===== src/hw/rtl/spr_au_pkg.sv =====
// package for the special-purpose register access unit
// holds transfer payload types, register numbers, status codes and defaults
// no dependencies
package spr_au_pkg;

    // payload widths
    localparam int unsigned REG_NUM_W = 10;
    localparam int unsigned DATA_W    = 32;
    localparam int unsigned STATUS_W  = 2;

    // default number of quantization registers
    localparam int unsigned QUANT_REG_COUNT_DEF = 8;

    // apb port geometry
    localparam int unsigned APB_ADDR_W = 3;
    localparam logic [APB_ADDR_W-1:0] ADDR_EXT_HANDLER = 3'd0;

    // operation codes
    localparam logic OP_READ  = 1'b0;
    localparam logic OP_WRITE = 1'b1;

    // status codes
    localparam logic [STATUS_W-1:0] ST_DONE    = 2'd0;
    localparam logic [STATUS_W-1:0] ST_PRIV    = 2'd1;
    localparam logic [STATUS_W-1:0] ST_ILLEGAL = 2'd2;
    localparam logic [STATUS_W-1:0] ST_FORWARD = 2'd3;

    // register numbers
    localparam logic [REG_NUM_W-1:0] SPR_XER    = 10'd1;
    localparam logic [REG_NUM_W-1:0] SPR_LR     = 10'd8;
    localparam logic [REG_NUM_W-1:0] SPR_CTR    = 10'd9;
    localparam logic [REG_NUM_W-1:0] SPR_DSISR  = 10'd18;
    localparam logic [REG_NUM_W-1:0] SPR_DAR    = 10'd19;
    localparam logic [REG_NUM_W-1:0] SPR_SRR0   = 10'd26;
    localparam logic [REG_NUM_W-1:0] SPR_SRR1   = 10'd27;
    localparam logic [REG_NUM_W-1:0] SPR_TBL_RD = 10'd268;
    localparam logic [REG_NUM_W-1:0] SPR_TBU_RD = 10'd269;
    localparam logic [REG_NUM_W-1:0] SPR_EAR    = 10'd282;
    localparam logic [REG_NUM_W-1:0] SPR_TBL_WR = 10'd284;
    localparam logic [REG_NUM_W-1:0] SPR_TBU_WR = 10'd285;
    localparam logic [REG_NUM_W-1:0] SPR_PVR    = 10'd287;
    localparam logic [REG_NUM_W-1:0] SPR_GQR0   = 10'd912;
    localparam logic [REG_NUM_W-1:0] SPR_HID2   = 10'd920;

    // processor version constant
    localparam logic [DATA_W-1:0] PVR_VALUE = 32'h0008_3214;

    // input item
    typedef struct packed {
        logic                 operation;
        logic [REG_NUM_W-1:0] register_number;
        logic [DATA_W-1:0]    write_value;
        logic                 user_mode;
        logic [DATA_W-1:0]    instruction_address;
    } t_spr_in;

    // result item
    typedef struct packed {
        logic [DATA_W-1:0]   read_data;
        logic [STATUS_W-1:0] status;
        logic [DATA_W-1:0]   fault_address;
    } t_spr_out;

endpackage


===== src/hw/rtl/spr_access_unit_core.sv =====
// top level of the special-purpose register access unit
// depends on spr_au_pkg for payload types, register numbers and status codes

// Register file for move-from/move-to special register instructions. One access
// is taken per clock unless stalled; its result is registered in r_out or, while
// r_out is held, in r_skid, and another access may follow at once. Register state
// is updated at the edge of the input transfer, so back-to-back accesses always
// see each other's writes. Throughput is bounded only by the two-entry output
// stage (result register plus skid register): the input stalls only when both
// hold a result the consumer has not taken. The external_handler_present bit at
// APB address 0 selects forwarding of unknown numbers, timebase writes and PVR
// reads; change it only while no access is in flight.
module spr_access_unit_core #(
    parameter int unsigned QUANT_REG_COUNT = spr_au_pkg::QUANT_REG_COUNT_DEF
) (
    input  logic                                i_clk,
    input  logic                                i_rst_n,
    // input channel
    input  logic                                i_valid,
    output logic                                o_stall,
    input  spr_au_pkg::t_spr_in                 i_item,
    // result channel
    output logic                                o_valid,
    input  logic                                i_stall,
    output spr_au_pkg::t_spr_out                o_result,
    // configuration port
    input  logic                                psel,
    input  logic                                penable,
    input  logic                                pwrite,
    input  logic [spr_au_pkg::APB_ADDR_W-1:0]   paddr,
    input  logic [spr_au_pkg::DATA_W-1:0]       pwdata,
    output logic [spr_au_pkg::DATA_W-1:0]       prdata,
    output logic                                pready
);

    localparam int unsigned QIDX_W = (QUANT_REG_COUNT > 1) ? $clog2(QUANT_REG_COUNT) : 1;
    localparam int unsigned QEND_W = spr_au_pkg::REG_NUM_W + 1;
    localparam logic [QEND_W-1:0] QUANT_END =
        QEND_W'(spr_au_pkg::SPR_GQR0) + QEND_W'(QUANT_REG_COUNT);

    // configuration
    logic r_ext_handler;

    // architectural registers
    logic [spr_au_pkg::DATA_W-1:0] r_xer, r_lr, r_ctr, r_dsisr, r_dar;
    logic [spr_au_pkg::DATA_W-1:0] r_srr0, r_srr1, r_ear, r_hid2, r_tbl, r_tbu;
    logic [spr_au_pkg::DATA_W-1:0] r_gqr [QUANT_REG_COUNT];

    // output stage
    logic                 r_out_valid, r_skid_valid;
    spr_au_pkg::t_spr_out r_out, r_skid;

    logic                 in_xfer, out_xfer, cfg_wr;
    logic                 is_basic, is_quant, priv, hit, do_write;
    logic [QIDX_W-1:0]    qidx;
    logic [spr_au_pkg::DATA_W-1:0] rd_val;
    spr_au_pkg::t_spr_out n_result;

    assign in_xfer  = i_valid && !o_stall;
    assign out_xfer = r_out_valid && !i_stall;
    assign o_stall  = r_skid_valid;
    assign o_valid  = r_out_valid;
    assign o_result = r_out;

    // apb access
    assign pready = 1'b1;
    assign cfg_wr = psel && penable && pwrite && pready;
    assign prdata = (paddr == spr_au_pkg::ADDR_EXT_HANDLER) ?
                    {{(spr_au_pkg::DATA_W-1){1'b0}}, r_ext_handler} : '0;

    always_ff @(posedge i_clk) begin
        if (!i_rst_n) begin
            r_ext_handler <= 1'b0;
        end else if (cfg_wr && paddr == spr_au_pkg::ADDR_EXT_HANDLER) begin
            r_ext_handler <= pwdata[0];
        end
    end

    // decode of the register number
    assign is_basic = (i_item.register_number == spr_au_pkg::SPR_XER) ||
                      (i_item.register_number == spr_au_pkg::SPR_LR)  ||
                      (i_item.register_number == spr_au_pkg::SPR_CTR);
    assign is_quant = (i_item.register_number >= spr_au_pkg::SPR_GQR0) &&
                      ({1'b0, i_item.register_number} < QUANT_END);
    // quant base has its low bits clear, so the offset is the low bits
    assign qidx = i_item.register_number[QIDX_W-1:0];

    // user mode may touch the basic set, and read both timebase halves
    assign priv = i_item.user_mode && !is_basic &&
                  (i_item.operation == spr_au_pkg::OP_WRITE ||
                   (i_item.register_number != spr_au_pkg::SPR_TBL_RD &&
                    i_item.register_number != spr_au_pkg::SPR_TBU_RD));

    // register lookup: hit means the access completes locally
    always_comb begin
        hit    = 1'b1;
        rd_val = '0;
        if (i_item.operation == spr_au_pkg::OP_READ) begin
            case (i_item.register_number)
                spr_au_pkg::SPR_XER:    rd_val = r_xer;
                spr_au_pkg::SPR_LR:     rd_val = r_lr;
                spr_au_pkg::SPR_CTR:    rd_val = r_ctr;
                spr_au_pkg::SPR_DSISR:  rd_val = r_dsisr;
                spr_au_pkg::SPR_DAR:    rd_val = r_dar;
                spr_au_pkg::SPR_SRR0:   rd_val = r_srr0;
                spr_au_pkg::SPR_SRR1:   rd_val = r_srr1;
                spr_au_pkg::SPR_TBL_RD: rd_val = r_tbl;
                spr_au_pkg::SPR_TBU_RD: rd_val = r_tbu;
                spr_au_pkg::SPR_EAR:    rd_val = r_ear;
                spr_au_pkg::SPR_HID2:   rd_val = r_hid2;
                spr_au_pkg::SPR_PVR: begin
                    hit    = !r_ext_handler;
                    rd_val = spr_au_pkg::PVR_VALUE;
                end
                default: begin
                    hit    = is_quant;
                    rd_val = r_gqr[qidx];
                end
            endcase
        end else begin
            case (i_item.register_number)
                spr_au_pkg::SPR_XER,
                spr_au_pkg::SPR_LR,
                spr_au_pkg::SPR_CTR,
                spr_au_pkg::SPR_DSISR,
                spr_au_pkg::SPR_DAR,
                spr_au_pkg::SPR_SRR0,
                spr_au_pkg::SPR_SRR1,
                spr_au_pkg::SPR_EAR,
                spr_au_pkg::SPR_HID2:   hit = 1'b1;
                spr_au_pkg::SPR_TBL_WR,
                spr_au_pkg::SPR_TBU_WR: hit = !r_ext_handler;
                default:                hit = is_quant;
            endcase
        end
    end

    // result assembly
    always_comb begin
        n_result = '0;
        if (priv) begin
            n_result.status = spr_au_pkg::ST_PRIV;
        end else if (hit) begin
            n_result.status = spr_au_pkg::ST_DONE;
        end else if (r_ext_handler) begin
            n_result.status = spr_au_pkg::ST_FORWARD;
        end else begin
            n_result.status = spr_au_pkg::ST_ILLEGAL;
        end
        if (n_result.status == spr_au_pkg::ST_DONE) begin
            if (i_item.operation == spr_au_pkg::OP_READ) begin
                n_result.read_data = rd_val;
            end
        end else begin
            n_result.fault_address = i_item.instruction_address;
        end
    end

    assign do_write = in_xfer && i_item.operation == spr_au_pkg::OP_WRITE &&
                      !priv && hit;

    // register updates
    always_ff @(posedge i_clk) begin
        if (!i_rst_n) begin
            r_xer   <= '0;
            r_lr    <= '0;
            r_ctr   <= '0;
            r_dsisr <= '0;
            r_dar   <= '0;
            r_srr0  <= '0;
            r_srr1  <= '0;
            r_ear   <= '0;
            r_hid2  <= '0;
            r_tbl   <= '0;
            r_tbu   <= '0;
            for (int i = 0; i < QUANT_REG_COUNT; i++) begin
                r_gqr[i] <= '0;
            end
        end else if (do_write) begin
            case (i_item.register_number)
                spr_au_pkg::SPR_XER:    r_xer   <= i_item.write_value;
                spr_au_pkg::SPR_LR:     r_lr    <= i_item.write_value;
                spr_au_pkg::SPR_CTR:    r_ctr   <= i_item.write_value;
                spr_au_pkg::SPR_DSISR:  r_dsisr <= i_item.write_value;
                spr_au_pkg::SPR_DAR:    r_dar   <= i_item.write_value;
                spr_au_pkg::SPR_SRR0:   r_srr0  <= i_item.write_value;
                spr_au_pkg::SPR_SRR1:   r_srr1  <= i_item.write_value;
                spr_au_pkg::SPR_EAR:    r_ear   <= i_item.write_value;
                spr_au_pkg::SPR_HID2:   r_hid2  <= i_item.write_value;
                spr_au_pkg::SPR_TBL_WR: r_tbl   <= i_item.write_value;
                spr_au_pkg::SPR_TBU_WR: r_tbu   <= i_item.write_value;
                default:                r_gqr[qidx] <= i_item.write_value;
            endcase
        end
    end

    // output register with skid stage
    always_ff @(posedge i_clk) begin
        if (!i_rst_n) begin
            r_out_valid  <= 1'b0;
            r_skid_valid <= 1'b0;
        end else begin
            if (!r_out_valid || out_xfer) begin
                r_out_valid  <= r_skid_valid || in_xfer;
                r_skid_valid <= 1'b0;
            end else if (in_xfer) begin
                r_skid_valid <= 1'b1;
            end
        end
    end

    always_ff @(posedge i_clk) begin
        if (!r_out_valid || out_xfer) begin
            r_out <= r_skid_valid ? r_skid : n_result;
        end
        if (in_xfer && r_out_valid && !out_xfer) begin
            r_skid <= n_result;
        end
    end

    // checks
    a_skid_needs_out: assert property (@(posedge i_clk) disable iff (!i_rst_n)
        r_skid_valid |-> r_out_valid)
        else $error("skid holds a result while the output register is empty");

    a_done_no_addr: assert property (@(posedge i_clk) disable iff (!i_rst_n)
        (o_valid && o_result.status == spr_au_pkg::ST_DONE) |-> o_result.fault_address == '0)
        else $error("completed access reports a fault address");

    a_fault_no_data: assert property (@(posedge i_clk) disable iff (!i_rst_n)
        (o_valid && o_result.status != spr_au_pkg::ST_DONE) |-> o_result.read_data == '0)
        else $error("faulted or forwarded access returns data");

    a_reset_empty: assert property (@(posedge i_clk)
        !i_rst_n |=> (!o_valid && !o_stall))
        else $error("output stage not empty after reset");

endmodule


===== config.mk =====
export PLATFORM = sky130hd
export DESIGN_NAME = spr_access_unit_core
export DESIGN_NICKNAME = d
export VERILOG_FILES = /design/src/hw/rtl/spr_au_pkg.sv /design/src/hw/rtl/spr_access_unit_core.sv
export SDC_FILE = /design/constraint.sdc
export NUM_CORES = 1
export LEC_CHECK = 0
export ABC_AREA = 1
export BUFFER_PORTS_ARGS = -buffer_cell sky130_fd_sc_hd__buf_2
export CAP_MARGIN = 30
export CELL_PAD_IN_SITES_DETAIL_PLACEMENT = 1
export CELL_PAD_IN_SITES_GLOBAL_PLACEMENT = 1
export CORE_ASPECT_RATIO = 1.1
export CORE_MARGIN = 2
export CORE_UTILIZATION = 30
export CTS_CLUSTER_SIZE = 40
export DETAILED_ROUTE_END_ITERATION = 8
export PLACE_DENSITY = 0.68
export SYNTH_ARGS = -nofsm -noshare
export SYNTH_HDL_FRONTEND = slang
export SYNTH_SLANG_ARGS = --single-unit

===== constraint.sdc =====
create_clock -name i_clk -period 14.8 [get_ports i_clk]
set_input_delay 2.22 -clock i_clk [delete_from_list [all_inputs] [get_ports i_clk]]
set_output_delay 2.22 -clock i_clk [all_outputs]
set_load 0.005 [all_outputs]

# Word level (Yosys, flattened, before mapping)
# Memories as Yosys holds them, arrays and structs flattened.
# Index checks and enable logic that the tools add are counted.
dict set report totals {
  ff_bits 487
  latch_bits 0
  mem_bits_rw 256
  mem_bits_ro 0
  in_bits 118
  memories 1
}
# name words word_bits read_ports rd_clocked_by_memory_dff wr line_no
set mem_list {}
lappend mem_list {r_gqr 8 32 1 0 8 spr_access_unit_core.sv:47} ;# logic [spr_au_pkg::DATA_W-1:0] r_gqr [QUANT_REG_COUNT];
dict set report op_classes {
  add_sub_neg 0
  multipliers 0
  n_div 0
  order_cmp 2
  eq_ne 16
  shift 0
  mux 20
  bitwise_logic 1
  n_reduce_logical 45
}
# operator n
set ops {}
lappend ops {{32-bit case mux with 12 select lines} 1}
lappend ops {{32-bit 2-to-1 mux} 4}
lappend ops {{66-bit 2-to-1 mux} 1}
lappend ops {{10-bit by 9-bit equality test with 1-bit output (second input constant)} 6}
lappend ops {{10-bit by 5-bit equality test with 1-bit output (second input constant)} 4}
lappend ops {{32-bit OR reduction} 1}
lappend ops {{2-bit AND reduction} 11}
lappend ops {{11-bit OR reduction} 2}
lappend ops {{10-bit by 4-bit equality test with 1-bit output (second input constant)} 2}
lappend ops {{10-bit by 9-bit inequality test with 1-bit output (second input constant)} 2}
lappend ops {{1-bit logical AND} 14}
lappend ops {{10-bit by 1-bit equality test with 1-bit output (second input constant)} 1}
lappend ops {{10-bit equality test (second input constant)} 1}
lappend ops {{10-bit greater-or-equal comparator (second input constant)} 1}
lappend ops {{10-bit < comparator (second input constant)} 1}
lappend ops {{1-bit 2-to-1 mux} 9}
lappend ops {{9-bit OR reduction} 1}
lappend ops {{1-bit logical NOT} 7}
lappend ops {{1-bit logical OR} 5}
lappend ops {{2-bit 2-to-1 mux} 2}
lappend ops {{1-bit case mux with 2 select lines} 2}
lappend ops {{2-bit OR reduction} 2}
lappend ops {{3-bit logical NOT} 1}
lappend ops {{3-bit 2-to-1 mux} 1}
lappend ops {{2 further kinds} 2}

# Depth between registers and ports, before layout
# Gate-level depths: netlist of run 1.
dict set report depth {
  ltp_word 14
  ltp_mapped 17
  ltp_nobuf 15
}

# Worst setup path before layout of run 1
# Ideal clock, no wire load.
dict set report synth_path {
  kind {input port to flip-flop}
  startpoint {input i_stall}
  endpoint {register r_skid[0] (netlist bit), enable pin}
  setup_time_ns 0.571
  t_arrival_ns 8.324
  slack_ns 5.905
  stages 2
  n_path_buf 0
  path_cell_list {nand2_1 -> nor3_1}
}
dict set report synth_via {
  elab_chain_len 4
}
# item line_no
set synth_lines {}
lappend synth_lines {{from (decl)} spr_access_unit_core.sv:24} ;# input logic i_stall,
lappend synth_lines {{1-bit logical NOT} spr_access_unit_core.sv:60} ;# assign out_xfer = r_out_valid && !i_stall;
lappend synth_lines {{1-bit logical AND} spr_access_unit_core.sv:60}
lappend synth_lines {{1-bit logical NOT} spr_access_unit_core.sv:216} ;# if (in_xfer && r_out_valid && !out_xfer) begin
lappend synth_lines {{1-bit logical AND} spr_access_unit_core.sv:216}
lappend synth_lines {{to (signal assigned)} spr_access_unit_core.sv:217} ;# r_skid <= n_result;
lappend synth_lines {{to (decl)} spr_access_unit_core.sv:51} ;# spr_au_pkg::t_spr_out r_out, r_skid;
# No other way between the ends.
# A chain may end at the register's enable or synchronous reset.

==> run_results.csv, run 1 <==
group,metric,value,unit
placement,dpl.hpwl,79.8,mm
cells_and_area,stdcell_area,43000,um^2
worst_setup_path,cp_slowest_cell,"buf_4",
floorplan,core.rowCount,137,
clock_network,holdBufCountCts,0,
clock_network,cts_resized,0,
cells_and_area,num-nets-final,5362,
min_path,hold_depth,4,
clock_network,post_cts_buffers,0,
synth,syn_avg_cell_area,7.17,um^2
worst_setup_path,endpoint_kind,"flop",
cells_and_area,multi_input_area,15200,um^2
sta,drv_slew,0,
grt,use_met1,0.273,
route,num_vias,33944,
grt,grt_use_met2,0.342,
clock_network,h-tree-depth,3,
cells_and_area,fin_util,0.339,
clock_network,numCtsBuffers,83,
clock_network,insertion_delay,0.68,ns
sta,fin_setup_tns,0,ns
worst_setup_path,r2r_cells,10,
route,wl_per_cell,19.1,um
grt,grt_util_met3,0.0222,
pwr,worst_ir_drop_vdd,0.0000794,V
placement,place_area,40100,um^2
cells_and_area,seqCellArea,18800,um^2
cells_and_area,layout_commonest_cell,"nand2_1",
grt,track_usage,0.204,
clock_network,cts_tree,"done",
floorplan,dieArea,131000,um^2
grt,grt_antenna_before_repair,5,
route,drt_iter0_drc,2357,
route,totalWireLength,133,mm
worst_setup_path,cp-startpoint,"i_item[65]",
min_path,hold_end,"r_dsisr[26]",
floorplan,initial_core_util,0.302,
floorplan,die_h,379,um
clock_network,max-clock-path-buffers,3,
synth,synth_cells,5341,
clock_network,clk_pin_slew,0.06,ns
sta,clock.fmax,0.126,GHz
worst_setup_path,cp-start-kind,"input port",
pwr,p_per_area,111,nW/um^2
worst_setup_path,critPathArrivalTime,8.25,ns
clock_network,cts-root-buf,"clkbuf_16",
floorplan,die_x,345,um
synth,ys.flop_type,"edfxtp_1",
synth,netlist.top_cell.by_area,"edfxtp_1",
sta,layout_min_cycle_time,7.94,ns
synth,synth_area_leaders,"edfxtp_1 (30%), dfxtp_1 (19%), nand2_1 (15%), nor2_1 (11%), inv_1 (6.8%)",
worst_setup_path,r2r_slack,10.58,ns
route,via_per_inst,4.86,
min_path,hold_start,"r_dsisr[26]",
cells_and_area,drive_above_1_share,0.0958,
worst_setup_path,reg2reg_to,"r_gqr[0][3]",
route,ant_nets,0,
cells_and_area,final_cell_mix,"nand2_1 (1,524), nor2_1 (1,103), inv_1 (691), edfxtp_1 (388), dfxtp_1 (354)",
synth,ys.warnings.count,0,
grt,grt_pass1_vias,34494,
floorplan,ioPinCount,219,
min_path,hp-class,"flop to flop",
sta,rsz0062_at_grt,"false",
synth,netlist.area_leader.share,0.304,
synth,synth-edff-count,388,
sta,skew,0.0168,ns
flow_run,drv_cap,0,
synth,yosysSeqAreaShare,0.490,
clock_network,clock_sinks,743,
placement,numPortBuffers,155,
worst_setup_path,critPathMaxStageDelay,0.90,ns
cells_and_area,num-fill-cells,15730,
worst_setup_path,path_class,"input port to flop",
sta,finalHoldViolCount,0,
worst_setup_path,worstPathRequired,15.11,ns
grt,overflow,0,
synth,synth.cell_area,38300,um^2
worst_setup_path,cp_common_cell,"buf_4",
synth,ys_ff_latch,743,
worst_setup_path,worstReg2RegStart,"r_ext_handler",
cells_and_area,area_growth,12.3,%
synth,async_flop_share,0,
run_status,status,"finished, final reports clean",
route,firstDrtPassIters,5,
worst_setup_path,crit_fanout,89,
grt,grt_start_max_net_pins,152,
placement,gp_congestion,0.780,
synth,synth_cell_types,31,
pwr,p_leak,20.5,nW
sta,relSlewSlack,0.287,
route,drc,0,
worst_setup_path,crit_path_cell_trace,"buf_4 > clkinv_2 > buf_12 > nand2_4 > nor2_4 > buf_4 > nand3_1 > nand2_1 > nor2_2 > buf_4 > nand2_2 > inv_2 > nand2_4 > buf_4 > nand4_1 > buf_4 > nand2_1 > buf_4",
floorplan,core,127000,um^2
grt,grt_first_pass_wirelength,205,mm
sta,worst_pin_slew,1.07,ns
sta,timing.final.crit_share,0.536,
sta,setup_viol,0,
grt,grt_busiest_layer,"met2",
report_power, final:
| part | total [W] | switching (W) | internal [W] |
|---|---|---|---|
| registers | 0.00222 | 0.0000126 | 0.00221 |
| logic | 0.000343 | 0.000268 | 0.0000748 |
| clock network | 0.00219 | 0.000906 | 0.00128 |
| total | 0.00476 | 0.00119 | 0.00357 |
synthesized netlist by cell type, types with 2 or more instances:
master / number
nand2_1: 1529
nor2_1: 1118
inv_1: 693
edfxtp_1: 388
dfxtp_1: 355
nand4_1: 328
clkbuf_1: 245
nand3_1: 240
buf_2: 89
nor3_1: 85
nor3_2: 80
buf_1: 56
buf_4: 40
o21ai_0: 38
nand3_2: 12
buf_6: 10
inv_2: 9
nor2_2: 6
a21oi_1: 3
nand4_2: 3
clkinv_1: 2
conb_1: 2
nand2_2: 2
per-layer routing:
| layer | vias up | share of wire | wire length, um |
|---|---|---|---|
| met3 | 188 | 0.046 | 6090 |
| met5 | - | 0.000098 | 13 |
| met1 | 16728 | 0.45 | 60500 |
| li1 | 16303 | - | - |
| met2 | 723 | 0.48 | 63400 |
| met4 | 2 | 0.025 | 3300 |
critical path: cells and delay by family:
kind / cells / cell delay, ns
and+or+nand+nor: 9 / 2.30
buffers and inverters: 9 / 3.56
worst max-delay path by stage:
| stage | endpoint | cells after the start |
|---|---|---|
| 2_1_floorplan | r_skid[0] | 2 |
| 3_3_place_gp | r_gqr[0][5] | 18 |
| 3_5_place_dp | r_gqr[0][5] | 18 |
| 4_1_cts | r_gqr[0][4] | 18 |
| 5_1_grt | r_gqr[2][5] | 18 |
| 6_report | r_gqr[0][3] | 18 |
layout make-up:
| cell class | instances | share of cell area |
|---|---|---|
| Sequential cell | 743 | 0.436 |
| Multi-Input combinational cell | 3484 | 0.354 |
| Inverter | 704 | 0.0615 |
| Clock buffer | 117 | 0.0580 |
| Tap cell | 1668 | 0.0485 |
| Timing Repair Buffer | 228 | 0.0335 |
| Clock inverter | 37 | 0.00864 |
| Antenna cell | 1 | 0.0000582 |
state kept, by name (all words and copies together), names as in the netlist, 32 cells and up:
name	flops
r_xer	32
r_tbu	32
o_result	66
r_ear	32
r_dar	32
r_gqr	256
r_tbl	32
r_hid2	32
r_srr1	32
r_srr0	32
r_skid	66
r_ctr	32
r_lr	32
r_dsisr	32
cell families after synthesis:
family | count (synthesis) | synth area share
simple gates | 3408 | 0.383
buf+inv | 1144 | 0.121
flops | 743 | 0.490
compound gates | 44 | 0.00585
other cells | 2 | 0.000196
metrics by stage:
stage               worst slack (ns)  total power, W  instances  hold slack (ns)
finish                          6.86         0.00476       6982            0.514
global route                    6.51         0.00491       6982            0.541
CTS                             6.93         0.00480       6980            0.515
detailed placement              6.20         0.00261       6826            0.504
global placement                6.27         0.00260       6823            0.495
floorplan                       5.90         0.00248       5371            0.485
Power figures use the tool's default switching activity.
==> run 2: changes to the inputs <==
clock period = 7.4 ns   (was 14.8 ns; I/O delays follow)
==> run 2 against run 1 <==
Effect of this change:
- clock power increased by 91%
- sequential share of layout area rose by 0.19 points
- first-iteration DRC count down 2.4%
- cell area is 0.43% lower
- global-route usage is 0.64 points lower
- clock skew increased by 0.010 ns
- hold slack worse by 0.00057 ns
- routed wire length decreased by 2.6%
==> run_results.csv, run 2 (synthesis gave the netlist of run 1 again) <==
group,metric,value,unit
grt,overflow,0,
clock_network,cts_tree,"done",
min_path,hold_start,"r_tbu[5]",
clock_network,h-tree-depth,3,
placement,gp_congestion,0.820,
sta,rsz0062_at_grt,"false",
cells_and_area,num-fill-cells,15744,
cells_and_area,num-nets-final,5369,
sta,finalHoldViolCount,0,
worst_setup_path,crit_fanout,43,
route,totalWireLength,130,mm
sta,relSlewSlack,0.295,
route,firstDrtPassIters,5,
floorplan,dieArea,131000,um^2
worst_setup_path,worstReg2RegStart,"r_ext_handler",
cells_and_area,finalNonFillerCells,6985,
placement,dpl.hpwl,80.5,mm
worst_setup_path,critPathArrivalTime,5.49,ns
pwr,p_comb_frac,0.073,
grt,grt_pass1_vias,33747,
worst_setup_path,worstPathRequired,7.90,ns
floorplan,initial_core_util,0.302,
sta,fin_setup_tns,0,ns
floorplan,ioPinCount,219,
clock_network,post_cts_buffers,0,
clock_network,numCtsBuffers,82,
route,wl_per_cell,18.6,um
worst_setup_path,cp-startpoint,"i_item[72]",
pwr,p_leak,20.4,nW
floorplan,core.rowCount,137,
route,num_vias,33745,
worst_setup_path,path_class,"input port to flop",
cells_and_area,final_cell_mix,"nand2_1 (1,524), nor2_1 (1,103), inv_1 (691), edfxtp_1 (388), dfxtp_1 (354)",
min_path,hp-class,"flop to flop",
run_status,status,"finished, final reports clean",
cells_and_area,largest_reg_flops,256,
route,via_per_inst,4.83,
pwr,internal-power,0.00697,W
route,ant_nets,0,
sta,drv_slew,0,
pwr,worst_ir_drop_vdd,0.000153,V
worst_setup_path,cp-start-kind,"input port",
floorplan,core,127000,um^2
floorplan,die_x,345,um
pwr,p_per_area,218,nW/um^2
clock_network,clock_sinks,743,
placement,dp_cells,6834,
pwr,p_sw_frac,0.252,
cells_and_area,regMostFlops,"r_gqr",
sta,timing.final.crit_share,0.675,
route,drc,0,
floorplan,die_h,379,um
clock_network,clk_pin_slew,0.06,ns
sta,worst_pin_slew,1.06,ns
clock_network,cts-root-buf,"clkbuf_16",
worst_setup_path,endpoint_kind,"flop",
pwr,seqPwrFrac,0.478,
grt,track_usage,0.197,
cells_and_area,layout_commonest_cell,"nand2_1",
sta,clock.fmax,0.200,GHz
sta,layout_min_cycle_time,5.00,ns
sta,skew,0.0273,ns
pwr,p_sw,0.00235,W
cells_and_area,drive_above_1_share,0.0944,
pwr,clkPwrFrac,0.449,
flow_run,drv_cap,0,
sta,setup_viol,0,
clock_network,holdBufCountCts,0,
placement,numPortBuffers,155,
cells_and_area,antenna_cells,0,
clock_network,max-clock-path-buffers,3,
grt,grt_start_max_net_pins,194,
clock_network,cts_resized,0,
route,drt_iter0_drc,2300,
grt,grt_first_pass_wirelength,200,mm
grt,grt_antenna_before_repair,4,
clock_network,insertion_delay,0.68,ns
cells_and_area,area_growth,11.8,%
[run 2: cell types whose count changed in the layout (fill, tap and decap cells not counted), sizes merged]
cell,change
clkinv,-3
clkbuf,-1
buf,+8
diode,-1
[run 2: path summary, 6_finish.rpt]
| check | cells past startpoint | end | slack (ns) |
|---|---|---|---|
| worst min register to register | 4 | r_tbu[5] | 0.51 |
| worst min-delay path | 4 | r_tbu[5] | 0.51 |
| worst max-delay path | 16 | o_result[34] | 2.40 |
| worst max register to register | 11 | o_result[34] | 4.04 |
[run 2: per-stage QoR]
| step | util | worst slack (ns) | total power, W | hold slack (ns) | instance area (um^2) |
|---|---|---|---|---|---|
| after CTS | 0.337 | 2.43 | 0.00942 | 0.516 | 42800 |
| after floorplan | - | 0.254 | 0.00496 | 0.485 | 38400 |
| after detailed placement | 0.316 | 1.70 | 0.00522 | 0.504 | 40100 |
| after global routing | 0.338 | 2.04 | 0.00964 | 0.539 | 42800 |
| final | 0.338 | 2.40 | 0.00932 | 0.513 | 42800 |
| after global placement | 0.316 | 1.75 | 0.00521 | 0.497 | 40100 |
[run 2: power groups by stage]
stage	Combinational [W]	Sequential [W]	Clock [W]
after detailed placement	0.000681	0.00454	0
after CTS	0.000683	0.00445	0.00429
after global routing	0.000750	0.00446	0.00443
after global placement	0.000672	0.00454	0
after floorplan	0.000417	0.00454	0
final	0.000681	0.00445	0.00418
[run 2: area by class of cell]
class / instances / area [um^2] / area share
timing repair buffer: 236 / 1460 / 0.0341
sequential: 743 / 18800 / 0.438
clock buffer: 116 / 2310 / 0.0540
multi-input combinational: 3484 / 15200 / 0.355
clock inverter: 34 / 355 / 0.00830
tap: 1668 / 2090 / 0.0487
inverter: 704 / 2640 / 0.0617
[run 2: metal layers]
metal,wire length [um],track usage,vias to the layer above
met2,60700,0.328,737
met1,60500,0.270,16540
met4,2620,0.0522,4
met5,24,0,-
met3,6030,0.0237,154
li1,-,-,16310
[run 2: worst max-delay path, cell delays in order]
cell     delay [ns]
buf_2          0.15
nor2_1         0.26
nand2_1        0.34
inv_2          0.70
nand3_1        0.24
nand2_1        0.14
nor2_2         0.07
nand2_2        0.11
inv_2          0.05
nand2_4        0.38
nand2_1        0.09
buf_4          0.30
inv_2          0.73
buf_4          0.45
nand3_1        0.12
nand2_1        0.20
